<file path="config.mk">
export PLATFORM = sky130hd
export DESIGN_NAME = tftp_send_engine_flat
export DESIGN_NICKNAME = d
export VERILOG_FILES = /design/src/hdl/tse_pkg.sv /design/src/hdl/tse_if.sv /design/src/hdl/tse_engine.sv /design/src/hdl/tftp_send_engine.sv /design/src/flat_wrapper.sv
export SDC_FILE = /design/constraint.sdc
export NUM_CORES = 1
export LEC_CHECK = 0
export BUFFER_PORTS_ARGS = -buffer_cell sky130_fd_sc_hd__buf_2
export CAP_MARGIN = 10
export CELL_PAD_IN_SITES_DETAIL_PLACEMENT = 0
export CELL_PAD_IN_SITES_GLOBAL_PLACEMENT = 1
export CORE_MARGIN = 8
export CORE_UTILIZATION = 34
export DETAILED_ROUTE_END_ITERATION = 8
export PLACE_DENSITY = 0.68
export SLEW_MARGIN = 0
export SYNTH_ARGS = -nofsm -noshare
export SYNTH_HDL_FRONTEND = slang
export SYNTH_SLANG_ARGS = --single-unit
</file>
<file path="constraint.sdc">
create_clock -name i_clk -period 3.4 [get_ports i_clk]
set_input_delay 0.68 -clock i_clk [delete_from_list [all_inputs] [get_ports i_clk]]
set_output_delay 0.68 -clock i_clk [all_outputs]
set_load 0.005 [all_outputs]
</file>
<file path="src/hdl/tse_pkg.sv">
// ----------------------------------------------------------------------------
// tse_pkg
// Shared types and constants of the TFTP send engine.
// ----------------------------------------------------------------------------
package tse_pkg;

    typedef enum logic [2:0] {
        ACT_WAIT   = 3'd0,
        ACT_FETCH  = 3'd1,
        ACT_SEND   = 3'd2,
        ACT_RESEND = 3'd3,
        ACT_NAK    = 3'd4,
        ACT_DONE   = 3'd5,
        ACT_FAIL   = 3'd6
    } t_action;

    localparam logic [2:0] REQ_START    = 3'd0;
    localparam logic [2:0] REQ_HEADER   = 3'd1;
    localparam logic [2:0] REQ_TIMEOUT  = 3'd2;
    localparam logic [2:0] REQ_PAYLOAD  = 3'd3;
    localparam logic [2:0] REQ_READ_ERR = 3'd4;

    localparam logic [15:0] C_OP_ACK        = 16'd4;
    localparam logic [15:0] C_BLK_ALL_ONES  = 16'hffff;
    localparam logic [3:0]  C_FOREIGN_LIMIT = 4'd10;
    localparam logic [15:0] C_MAX_SEGMENT   = 16'd65464;

    localparam logic [15:0] C_BLOCK_SIZE_RST  = 16'd512;
    localparam logic [7:0]  C_RETRY_LIMIT_RST = 8'd5;

    localparam logic REG_BLOCK_SIZE  = 1'b0;
    localparam logic REG_RETRY_LIMIT = 1'b1;

    typedef struct packed {
        logic [2:0]  req_type;
        logic [15:0] opcode;
        logic [15:0] ack_block;
        logic [15:0] payload_length;
    } t_item;

    typedef struct packed {
        t_action     action;
        logic [15:0] block_number;
        logic [15:0] send_length;
    } t_result;

    typedef struct packed {
        logic [15:0] block_size;
        logic [7:0]  retry_limit;
    } t_cfg;

endpackage

</file>
<file path="src/hdl/tse_if.sv">
// ----------------------------------------------------------------------------
// tse_req_if / tse_rsp_if
// Valid/ready channels for request items and result items.
// ----------------------------------------------------------------------------
interface tse_req_if;
    logic        valid;
    logic        ready;
    logic [2:0]  req_type;
    logic [15:0] opcode;
    logic [15:0] ack_block;
    logic [15:0] payload_length;

    modport source (output valid, req_type, opcode, ack_block, payload_length, input ready);
    modport sink   (input valid, req_type, opcode, ack_block, payload_length, output ready);
endinterface

interface tse_rsp_if;
    logic        valid;
    logic        ready;
    logic [2:0]  action;
    logic [15:0] block_number;
    logic [15:0] send_length;

    modport source (output valid, action, block_number, send_length, input ready);
    modport sink   (input valid, action, block_number, send_length, output ready);
endinterface

</file>
<file path="src/hdl/tse_engine.sv">
// ----------------------------------------------------------------------------
// tse_engine
// Transfer state and per-item decision logic; result registered on load.
// ----------------------------------------------------------------------------
module tse_engine
    import tse_pkg::*;
(
    input  logic    i_clk,
    input  logic    i_rst_n,
    input  logic    i_load,
    input  t_item   i_item,
    input  t_cfg    i_cfg,
    output t_result o_result
);

    typedef enum logic [2:0] {
        PH_IDLE   = 3'd0,
        PH_AWAIT0 = 3'd1,
        PH_FETCH  = 3'd2,
        PH_AWAIT  = 3'd3,
        PH_DONE   = 3'd4,
        PH_FAILED = 3'd5
    } t_phase;

    t_phase      r_phase, n_phase;
    logic [15:0] r_cur_blk, n_cur_blk;
    logic [15:0] r_last_len, n_last_len;
    logic [7:0]  r_retry, n_retry;
    logic [3:0]  r_ignored, n_ignored;
    t_result     r_result, n_result;

    logic [15:0] next_blk;
    logic [15:0] eff_size;
    logic [3:0]  ign_inc;
    logic        is_ack;

    assign next_blk = r_cur_blk + 16'd1;
    assign eff_size = (i_cfg.block_size > C_MAX_SEGMENT) ? C_MAX_SEGMENT : i_cfg.block_size;
    assign ign_inc  = r_ignored + 4'd1;
    assign is_ack   = (i_item.opcode == C_OP_ACK);

    always_comb begin
        n_phase               = r_phase;
        n_cur_blk             = r_cur_blk;
        n_last_len            = r_last_len;
        n_retry               = r_retry;
        n_ignored             = r_ignored;
        n_result.action       = ACT_WAIT;
        n_result.block_number = r_cur_blk;
        n_result.send_length  = 16'd0;

        case (i_item.req_type)
            REQ_START: begin
                n_phase               = PH_AWAIT0;
                n_cur_blk             = 16'd0;
                n_last_len            = 16'd0;
                n_retry               = 8'd0;
                n_ignored             = 4'd0;
                n_result.block_number = 16'd0;
            end
            REQ_HEADER, REQ_TIMEOUT: begin
                if (r_phase == PH_AWAIT0) begin
                    if (i_item.req_type == REQ_TIMEOUT || !is_ack) begin
                        n_phase         = PH_FAILED;
                        n_result.action = ACT_FAIL;
                    end else if (i_item.ack_block == 16'd0 || i_item.ack_block == 16'd1) begin
                        n_phase               = PH_FETCH;
                        n_result.action       = ACT_FETCH;
                        n_result.block_number = next_blk;
                    end else if (i_item.ack_block == C_BLK_ALL_ONES) begin
                        n_phase         = PH_FAILED;
                        n_result.action = ACT_FAIL;
                    end else begin
                        n_ignored = ign_inc;
                        if (ign_inc >= C_FOREIGN_LIMIT) begin
                            n_phase         = PH_FAILED;
                            n_result.action = ACT_FAIL;
                        end
                    end
                end else if (r_phase == PH_AWAIT) begin
                    if (i_item.req_type == REQ_HEADER && !is_ack) begin
                        n_phase         = PH_FAILED;
                        n_result.action = ACT_FAIL;
                    end else if (i_item.req_type == REQ_HEADER
                                 && (i_item.ack_block == r_cur_blk
                                     || i_item.ack_block == next_blk)) begin
                        if (r_last_len < eff_size) begin
                            n_phase         = PH_DONE;
                            n_result.action = ACT_DONE;
                        end else begin
                            n_phase               = PH_FETCH;
                            n_result.action       = ACT_FETCH;
                            n_result.block_number = next_blk;
                        end
                    end else if (i_item.req_type == REQ_TIMEOUT
                                 || i_item.ack_block == C_BLK_ALL_ONES
                                 || ign_inc >= C_FOREIGN_LIMIT) begin
                        if (i_item.req_type == REQ_HEADER
                            && i_item.ack_block != C_BLK_ALL_ONES) begin
                            n_ignored = ign_inc;
                        end
                        if (r_retry < i_cfg.retry_limit) begin
                            n_retry              = r_retry + 8'd1;
                            n_ignored            = 4'd0;
                            n_result.action      = ACT_RESEND;
                            n_result.send_length = r_last_len;
                        end else begin
                            n_phase         = PH_FAILED;
                            n_result.action = ACT_FAIL;
                        end
                    end else begin
                        n_ignored = ign_inc;
                    end
                end
            end
            REQ_PAYLOAD: begin
                if (r_phase == PH_FETCH) begin
                    n_cur_blk             = next_blk;
                    n_last_len            = (i_item.payload_length > eff_size)
                                            ? eff_size : i_item.payload_length;
                    n_retry               = 8'd0;
                    n_ignored             = 4'd0;
                    n_phase               = PH_AWAIT;
                    n_result.action       = ACT_SEND;
                    n_result.block_number = next_blk;
                    n_result.send_length  = n_last_len;
                end
            end
            REQ_READ_ERR: begin
                if (r_phase == PH_FETCH) begin
                    n_phase         = PH_FAILED;
                    n_result.action = ACT_NAK;
                end
            end
            default: begin
            end
        endcase
    end

    always_ff @(posedge i_clk) begin
        if (!i_rst_n) begin
            r_phase    <= PH_IDLE;
            r_cur_blk  <= 16'd0;
            r_last_len <= 16'd0;
            r_retry    <= 8'd0;
            r_ignored  <= 4'd0;
        end else if (i_load) begin
            r_phase    <= n_phase;
            r_cur_blk  <= n_cur_blk;
            r_last_len <= n_last_len;
            r_retry    <= n_retry;
            r_ignored  <= n_ignored;
            r_result   <= n_result;
        end
    end

    assign o_result = r_result;

endmodule

</file>
<file path="src/hdl/tftp_send_engine.sv">
// ----------------------------------------------------------------------------
// tftp_send_engine
// TFTP write-side sequencer: one decision item per request item.
// ----------------------------------------------------------------------------
// Usage:
//   i_req carries events (start, header received, timeout, payload ready,
//   payload read error); o_rsp returns exactly one result item per event:
//   the action to take, the block number and the payload length to send.
//   block_size and retry_limit are written over the APB port at byte
//   addresses 0 and 4; write them only while the engine is idle.
// Timing:
//   An accepted item waits in the input register; once the output is free
//   its result is registered and shown on o_rsp, and the transfer state
//   updates with it. One item per cycle is sustained unless o_rsp is held off.
// Reset:
//   Synchronous active-low reset returns the engine to idle, clears the
//   transfer state and loads block_size 512 and retry_limit 5.
// Stall:
//   While o_rsp is held off the result register keeps its item; one more
//   item is taken into the input register, then i_req.ready drops.
// ----------------------------------------------------------------------------
module tftp_send_engine
    import tse_pkg::*;
(
    input  logic        i_clk,
    input  logic        i_rst_n,
    tse_req_if.sink     i_req,
    tse_rsp_if.source   o_rsp,
    input  logic        psel,
    input  logic        penable,
    input  logic        pwrite,
    input  logic [2:0]  paddr,
    input  logic [31:0] pwdata,
    output logic [31:0] prdata,
    output logic        pready
);

    logic        r_in_vld;
    t_item       r_in;
    logic        r_out_vld;
    logic [15:0] r_block_size;
    logic [7:0]  r_retry_limit;

    logic        out_free;
    logic        fire;
    logic        in_take;
    logic        cfg_wr;
    t_cfg        cfg;
    t_result     result;

    assign out_free    = !r_out_vld || o_rsp.ready;
    assign fire        = r_in_vld && out_free;
    assign i_req.ready = !r_in_vld || out_free;
    assign in_take     = i_req.valid && i_req.ready;

    always_ff @(posedge i_clk) begin
        if (!i_rst_n) begin
            r_in_vld <= 1'b0;
        end else if (in_take) begin
            r_in_vld <= 1'b1;
        end else if (fire) begin
            r_in_vld <= 1'b0;
        end
    end

    always_ff @(posedge i_clk) begin
        if (in_take) begin
            r_in.req_type       <= i_req.req_type;
            r_in.opcode         <= i_req.opcode;
            r_in.ack_block      <= i_req.ack_block;
            r_in.payload_length <= i_req.payload_length;
        end
    end

    always_ff @(posedge i_clk) begin
        if (!i_rst_n) begin
            r_out_vld <= 1'b0;
        end else if (fire) begin
            r_out_vld <= 1'b1;
        end else if (o_rsp.ready) begin
            r_out_vld <= 1'b0;
        end
    end

    // APB register file
    assign pready = 1'b1;
    assign cfg_wr = psel && penable && pwrite && pready;

    always_ff @(posedge i_clk) begin
        if (!i_rst_n) begin
            r_block_size  <= C_BLOCK_SIZE_RST;
            r_retry_limit <= C_RETRY_LIMIT_RST;
        end else if (cfg_wr) begin
            if (paddr[2] == REG_BLOCK_SIZE) begin
                r_block_size <= pwdata[15:0];
            end else begin
                r_retry_limit <= pwdata[7:0];
            end
        end
    end

    assign prdata = (paddr[2] == REG_RETRY_LIMIT) ? {24'd0, r_retry_limit}
                                                  : {16'd0, r_block_size};

    assign cfg.block_size  = r_block_size;
    assign cfg.retry_limit = r_retry_limit;

    tse_engine u_engine (
        .i_clk    (i_clk),
        .i_rst_n  (i_rst_n),
        .i_load   (fire),
        .i_item   (r_in),
        .i_cfg    (cfg),
        .o_result (result)
    );

    assign o_rsp.valid        = r_out_vld;
    assign o_rsp.action       = result.action;
    assign o_rsp.block_number = result.block_number;
    assign o_rsp.send_length  = result.send_length;

endmodule

</file>
<file path="src/flat_wrapper.sv">
// flat-port wrapper written by rule: the top's interface ports become plain ports
module tftp_send_engine_flat import tse_pkg::*;
  (i_clk, i_rst_n, psel, penable, pwrite, paddr, pwdata, prdata, pready, i_req_valid, i_req_req_type, i_req_opcode, i_req_ack_block, i_req_payload_length, i_req_ready, o_rsp_valid, o_rsp_action, o_rsp_block_number, o_rsp_send_length, o_rsp_ready);
  tse_req_if i_req_i ();
  tse_rsp_if o_rsp_i ();
  input  logic i_clk;
  input  logic i_rst_n;
  input  logic psel;
  input  logic penable;
  input  logic pwrite;
  input  logic [2:0] paddr;
  input  logic [31:0] pwdata;
  output logic [31:0] prdata;
  output logic pready;
  input wire logic [$bits(i_req_i.valid)-1:0] i_req_valid;
  input wire logic [$bits(i_req_i.req_type)-1:0] i_req_req_type;
  input wire logic [$bits(i_req_i.opcode)-1:0] i_req_opcode;
  input wire logic [$bits(i_req_i.ack_block)-1:0] i_req_ack_block;
  input wire logic [$bits(i_req_i.payload_length)-1:0] i_req_payload_length;
  output wire logic [$bits(i_req_i.ready)-1:0] i_req_ready;
  output wire logic [$bits(o_rsp_i.valid)-1:0] o_rsp_valid;
  output wire logic [$bits(o_rsp_i.action)-1:0] o_rsp_action;
  output wire logic [$bits(o_rsp_i.block_number)-1:0] o_rsp_block_number;
  output wire logic [$bits(o_rsp_i.send_length)-1:0] o_rsp_send_length;
  input wire logic [$bits(o_rsp_i.ready)-1:0] o_rsp_ready;
  assign i_req_i.valid = i_req_valid;
  assign i_req_i.req_type = i_req_req_type;
  assign i_req_i.opcode = i_req_opcode;
  assign i_req_i.ack_block = i_req_ack_block;
  assign i_req_i.payload_length = i_req_payload_length;
  assign i_req_ready = i_req_i.ready;
  assign o_rsp_valid = o_rsp_i.valid;
  assign o_rsp_action = o_rsp_i.action;
  assign o_rsp_block_number = o_rsp_i.block_number;
  assign o_rsp_send_length = o_rsp_i.send_length;
  assign o_rsp_i.ready = o_rsp_ready;
  tftp_send_engine u_core (.i_clk(i_clk), .i_rst_n(i_rst_n), .i_req(i_req_i), .o_rsp(o_rsp_i), .psel(psel), .penable(penable), .pwrite(pwrite), .paddr(paddr), .pwdata(pwdata), .prdata(prdata), .pready(pready));
endmodule
</file>
==> impl_metrics.py <==
metrics = {
    "clock_tree": {
        "cts_root_buf": "clkbuf_16",
        "path_clk_slew_ns": 0.07,
        "insertion_delay_ns": 0.43,
        "cts_htree_levels": 4,
        "cts_tree": "built",
        "clock_path_buffers": 2,
        "ctsHoldBuffers": 0,
        "clkSinkCount": 159,
        "cts_inserted_buffers": 17,
    },
    "floorplan": {
        "core_area_sq_um": 26700,
        "start_util_pct": 34.3,
        "dieArea_sq_um": 32400,
        "die_y_microns": 180,
        "rows": 60,
        "io_pins": 163,
        "die_width_microns": 180,
    },
    "yosys": {
        "synthArstFlopShare_pct": 0,
        "synth_top_flop_cell": "edfxtp_1",
        "synth_area_sq_um": 9150,
        "ys_seq_area_share_pct": 44.2,
        "synth.top_cell.area_share_pct": 28.2,
        "synth-edff-count": 86,
        "yosys.area.top_type": "edfxtp_1",
        "syn_area_per_cell_sq_um": 9.68,
        "ys_seq_elements": 159,
        "synth_most_common_cell": "nand2_1",
        "syn_inst": 945,
        "synth.area.top_cells": "edfxtp_1 (28%), dfxtp_1 (16%), ha_1 (5.7%)",
        "yosysUniqueCellTypes": 80,
        "yosys-top-cells-count": "nand2_1 (119), edfxtp_1 (86), dfxtp_1 (73), o21ai_0 (65), nor2_1 (52)",
        "yosys_warnings": 0,
    },
    "place": {
        "place_inst": 1448,
        "dp_hpwl_microns": 20300,
        "placed_area_sq_um": 10500,
        "gp_routability_congestion": 0.871,
        "dp_slack_ns": -0.00387,
        "io_buffers": 127,
    },
    "global_route": {
        "antenna_found_initial": 0,
        "grt_first_pass_wirelength_microns": 42000,
        "grt_max_degree": 52,
        "grt.overflow.total": 0,
        "first_global_vias": 7406,
        "grt_usage_pct": 16.2,
    },
    "sta": {
        "fin_ws_ns": 0.139,
        "fin_crit_sh_pct": 95.9,
        "setup_viol": 0,
        "fmax_mhz": 307,
        "hold_viol": 0,
        "max_slew_margin_pct": 41.6,
        "tightest_slew_ns": 0.876,
        "rsz0062_at_grt": "true",
        "skew_ns": 0.0107,
        "min_period_ns": 3.26,
        "drv_slew": 0,
        "finalSetupTns_ns": 0,
        "whs_ns": 0.418,
    },
    "worst_setup_path": {
        "worstPathRequired_ns": 3.58,
        "worst_path_largest_cell_delay_ns": 0.38,
        "cp_top_family": "compound AO/OA/AOI/OAI gates",
        "critPathMostFrequentCell": "nand2_1",
        "critPathArrivalTime_ns": 3.44,
        "critPathBufInv": 1,
        "cp-start-kind": "flop",
        "path_class": "reg -> reg",
        "worstPathMaxFanout": 10,
        "crit_chain": "or3_4, a41o_4, nand2_1, nand2_1, ha_1, nor2b_1, o21a_1, o21a_1, o21ai_0, a21oi_1, o2111ai_2, nand2_1, buf_4, mux2i_1, o2bb2ai_1",
        "rrSetupSlack_ns": 0.14,
        "end_kind": "flop",
        "crit_slowest_cell": "or3_4",
    },
    "route": {
        "vias_per_cell": 5.17,
        "drt-total-wl_microns": 26800,
        "antenna_left": 0,
        "drt_iter0_drc": 469,
        "vias": 7680,
        "drc": 0,
        "post_drt_wl_per_cell_microns": 18.0,
        "drt_pass1_iterations": 5,
    },
    "power_and_ir_drop": {
        "leakage_nw": 4.30,
        "p_per_area_nw_per_um2": 388,
        "peakVddDrop_mv": 0.215,
    },
    "final_layout": {
        "stdcell_area_sq_um": 11300,
        "drive_gt1_share_pct": 28.2,
        "antenna_cells": 0,
        "fill_cells": 2604,
        "nNetsFinal": 1266,
        "synthToLayoutAreaGrowth_pct": 23.3,
        "finalNonFillerCells": 1485,
    },
    "flow_run": {
        "cap_violations": 0,
    },
    "hold_path": {
        "holdCritPathClass": "in -> reg",
    },
    "outcome": {
        "status": "finished clean",
    },
}
layout by cell type (no fill, tap or decap), types with 4 or more instances in the layout:
| cell | count |
|---|---|
| xor2_1 | 11 |
| o211ai_1 | 19 |
| o21ai_0 | 64 |
| dfxtp_1 | 66 |
| and2_1 | 8 |
| clkbuf_16 | 18 |
| nor4_1 | 12 |
| o311ai_2 | 8 |
| nand2_1 | 118 |
| nor3_1 | 18 |
| nand3_1 | 24 |
| or3_1 | 8 |
| a21oi_2 | 4 |
| dfxtp_2 | 5 |
| a21boi_0 | 29 |
| mux2_2 | 7 |
| nor2b_1 | 20 |
| mux2i_1 | 12 |
| o2bb2ai_1 | 17 |
| a31oi_1 | 7 |
| nor2_1 | 52 |
| and3_1 | 4 |
| xnor2_1 | 18 |
| inv_1 | 31 |
| nand4_1 | 22 |
| nand2b_1 | 11 |
| a21o_1 | 12 |
| buf_2 | 127 |
| clkinv_4 | 4 |
| o21a_1 | 7 |
| conb_1 | 17 |
| ha_1 | 41 |
| a21oi_1 | 38 |
| edfxtp_1 | 86 |
| buf_4 | 89 |
| or4_1 | 5 |
flip-flops by register name (all words and copies together), names as in the netlist:
name	flops
u_core.o_rsp.valid	1
u_core.u_engine.r_retry	8
u_core.r_in	51
u_core.u_engine.r_phase	3
u_core.r_block_size	16
u_core.r_in_vld	1
u_core.r_retry_limit	8
u_core.u_engine.o_result	35
u_core.u_engine.r_last_len	16
u_core.u_engine.r_ignored	4
u_core.u_engine.r_cur_blk	16
worst register-to-register path: stages, from the launching register on:
cell and delay, ns:
dfxtp_1 0.31, or3_4 0.38, a41o_4 0.24, nand2_1 0.09
nand2_1 0.09, ha_1 0.32, nor2b_1 0.14, o21a_1 0.17
o21a_1 0.16, o21ai_0 0.14, a21oi_1 0.10, o2111ai_2 0.22
nand2_1 0.08, buf_4 0.22, mux2i_1 0.27, o2bb2ai_1 0.11
repair_timing:
action / CTS / global route
setup buffers: 0 / 4
gates resized for setup: 1 / 39
gates cloned: 0 / 1
pin swaps: 1 / 7
endpoints found under the hold margin: 0 / 0
setup endpoints to repair: 4 / 38
where the power goes:
part / switching [mW] / internal (mW)
combinational: 0.213 / 0.157
sequential: 0.0424 / 2.08
clock: 0.864 / 1.02
cell families (layout without fill, tap and decap cells):
family          Yosys count  in the layout  synth area share [%]
mux                      24             24                  2.72
other cells               2             17                0.0821
simple gates            340            340                  19.4
buf+inv                 100            284                  5.90
compound gates          248            248                  19.0
xor+xnor                 30             30                  2.95
flops                   159            159                  44.2
fa+ha+maj                42             42                  5.75
area by class of cell:
class	instances	area (sq um)	area share [%]
sequential	159	4060	36.0
clock inverter	12	97.6	0.865
multi-input combinational	701	4740	42.1
timing repair buffer	221	1370	12.1
tap	341	427	3.78
clock buffer	20	468	4.15
inverter	31	116	1.03
per-stage QoR:
stage	total power [mW]	utilization (%)
global placement	2.52	39.5
detailed placement	2.52	39.5
floorplan	2.38	-
CTS	4.41	41.6
global route	4.54	42.3
finish	4.38	42.3
final timing paths:
path	start	endpoint	depth (start not counted)
setup / recovery	u_core.r_block_size[0]$_SDFFE_PN0P_	u_core.u_engine.o_result[10]$_DFFE_PP_	15
hold / removal	i_req_payload_length[10]	u_core.r_in[10]$_DFFE_PP_	1
setup reg to reg	u_core.r_block_size[0]$_SDFFE_PN0P_	u_core.u_engine.o_result[10]$_DFFE_PP_	15
hold reg to reg	u_core.u_engine.r_retry[7]$_SDFFE_PN0P_	u_core.u_engine.r_retry[7]$_SDFFE_PN0P_	2
layer usage:
metal  vias to the layer above  routed length, microns  global-route usage, %
li1                       3827                       -                      -
met1                      3632                   13200                   22.5
met5                         -                       0                      0
met4                         0                     517                   5.49
met3                        35                    1070                   2.94
met2                       186                   12000                   24.8
No activity file was read; power rests on OpenSTA's default activity.
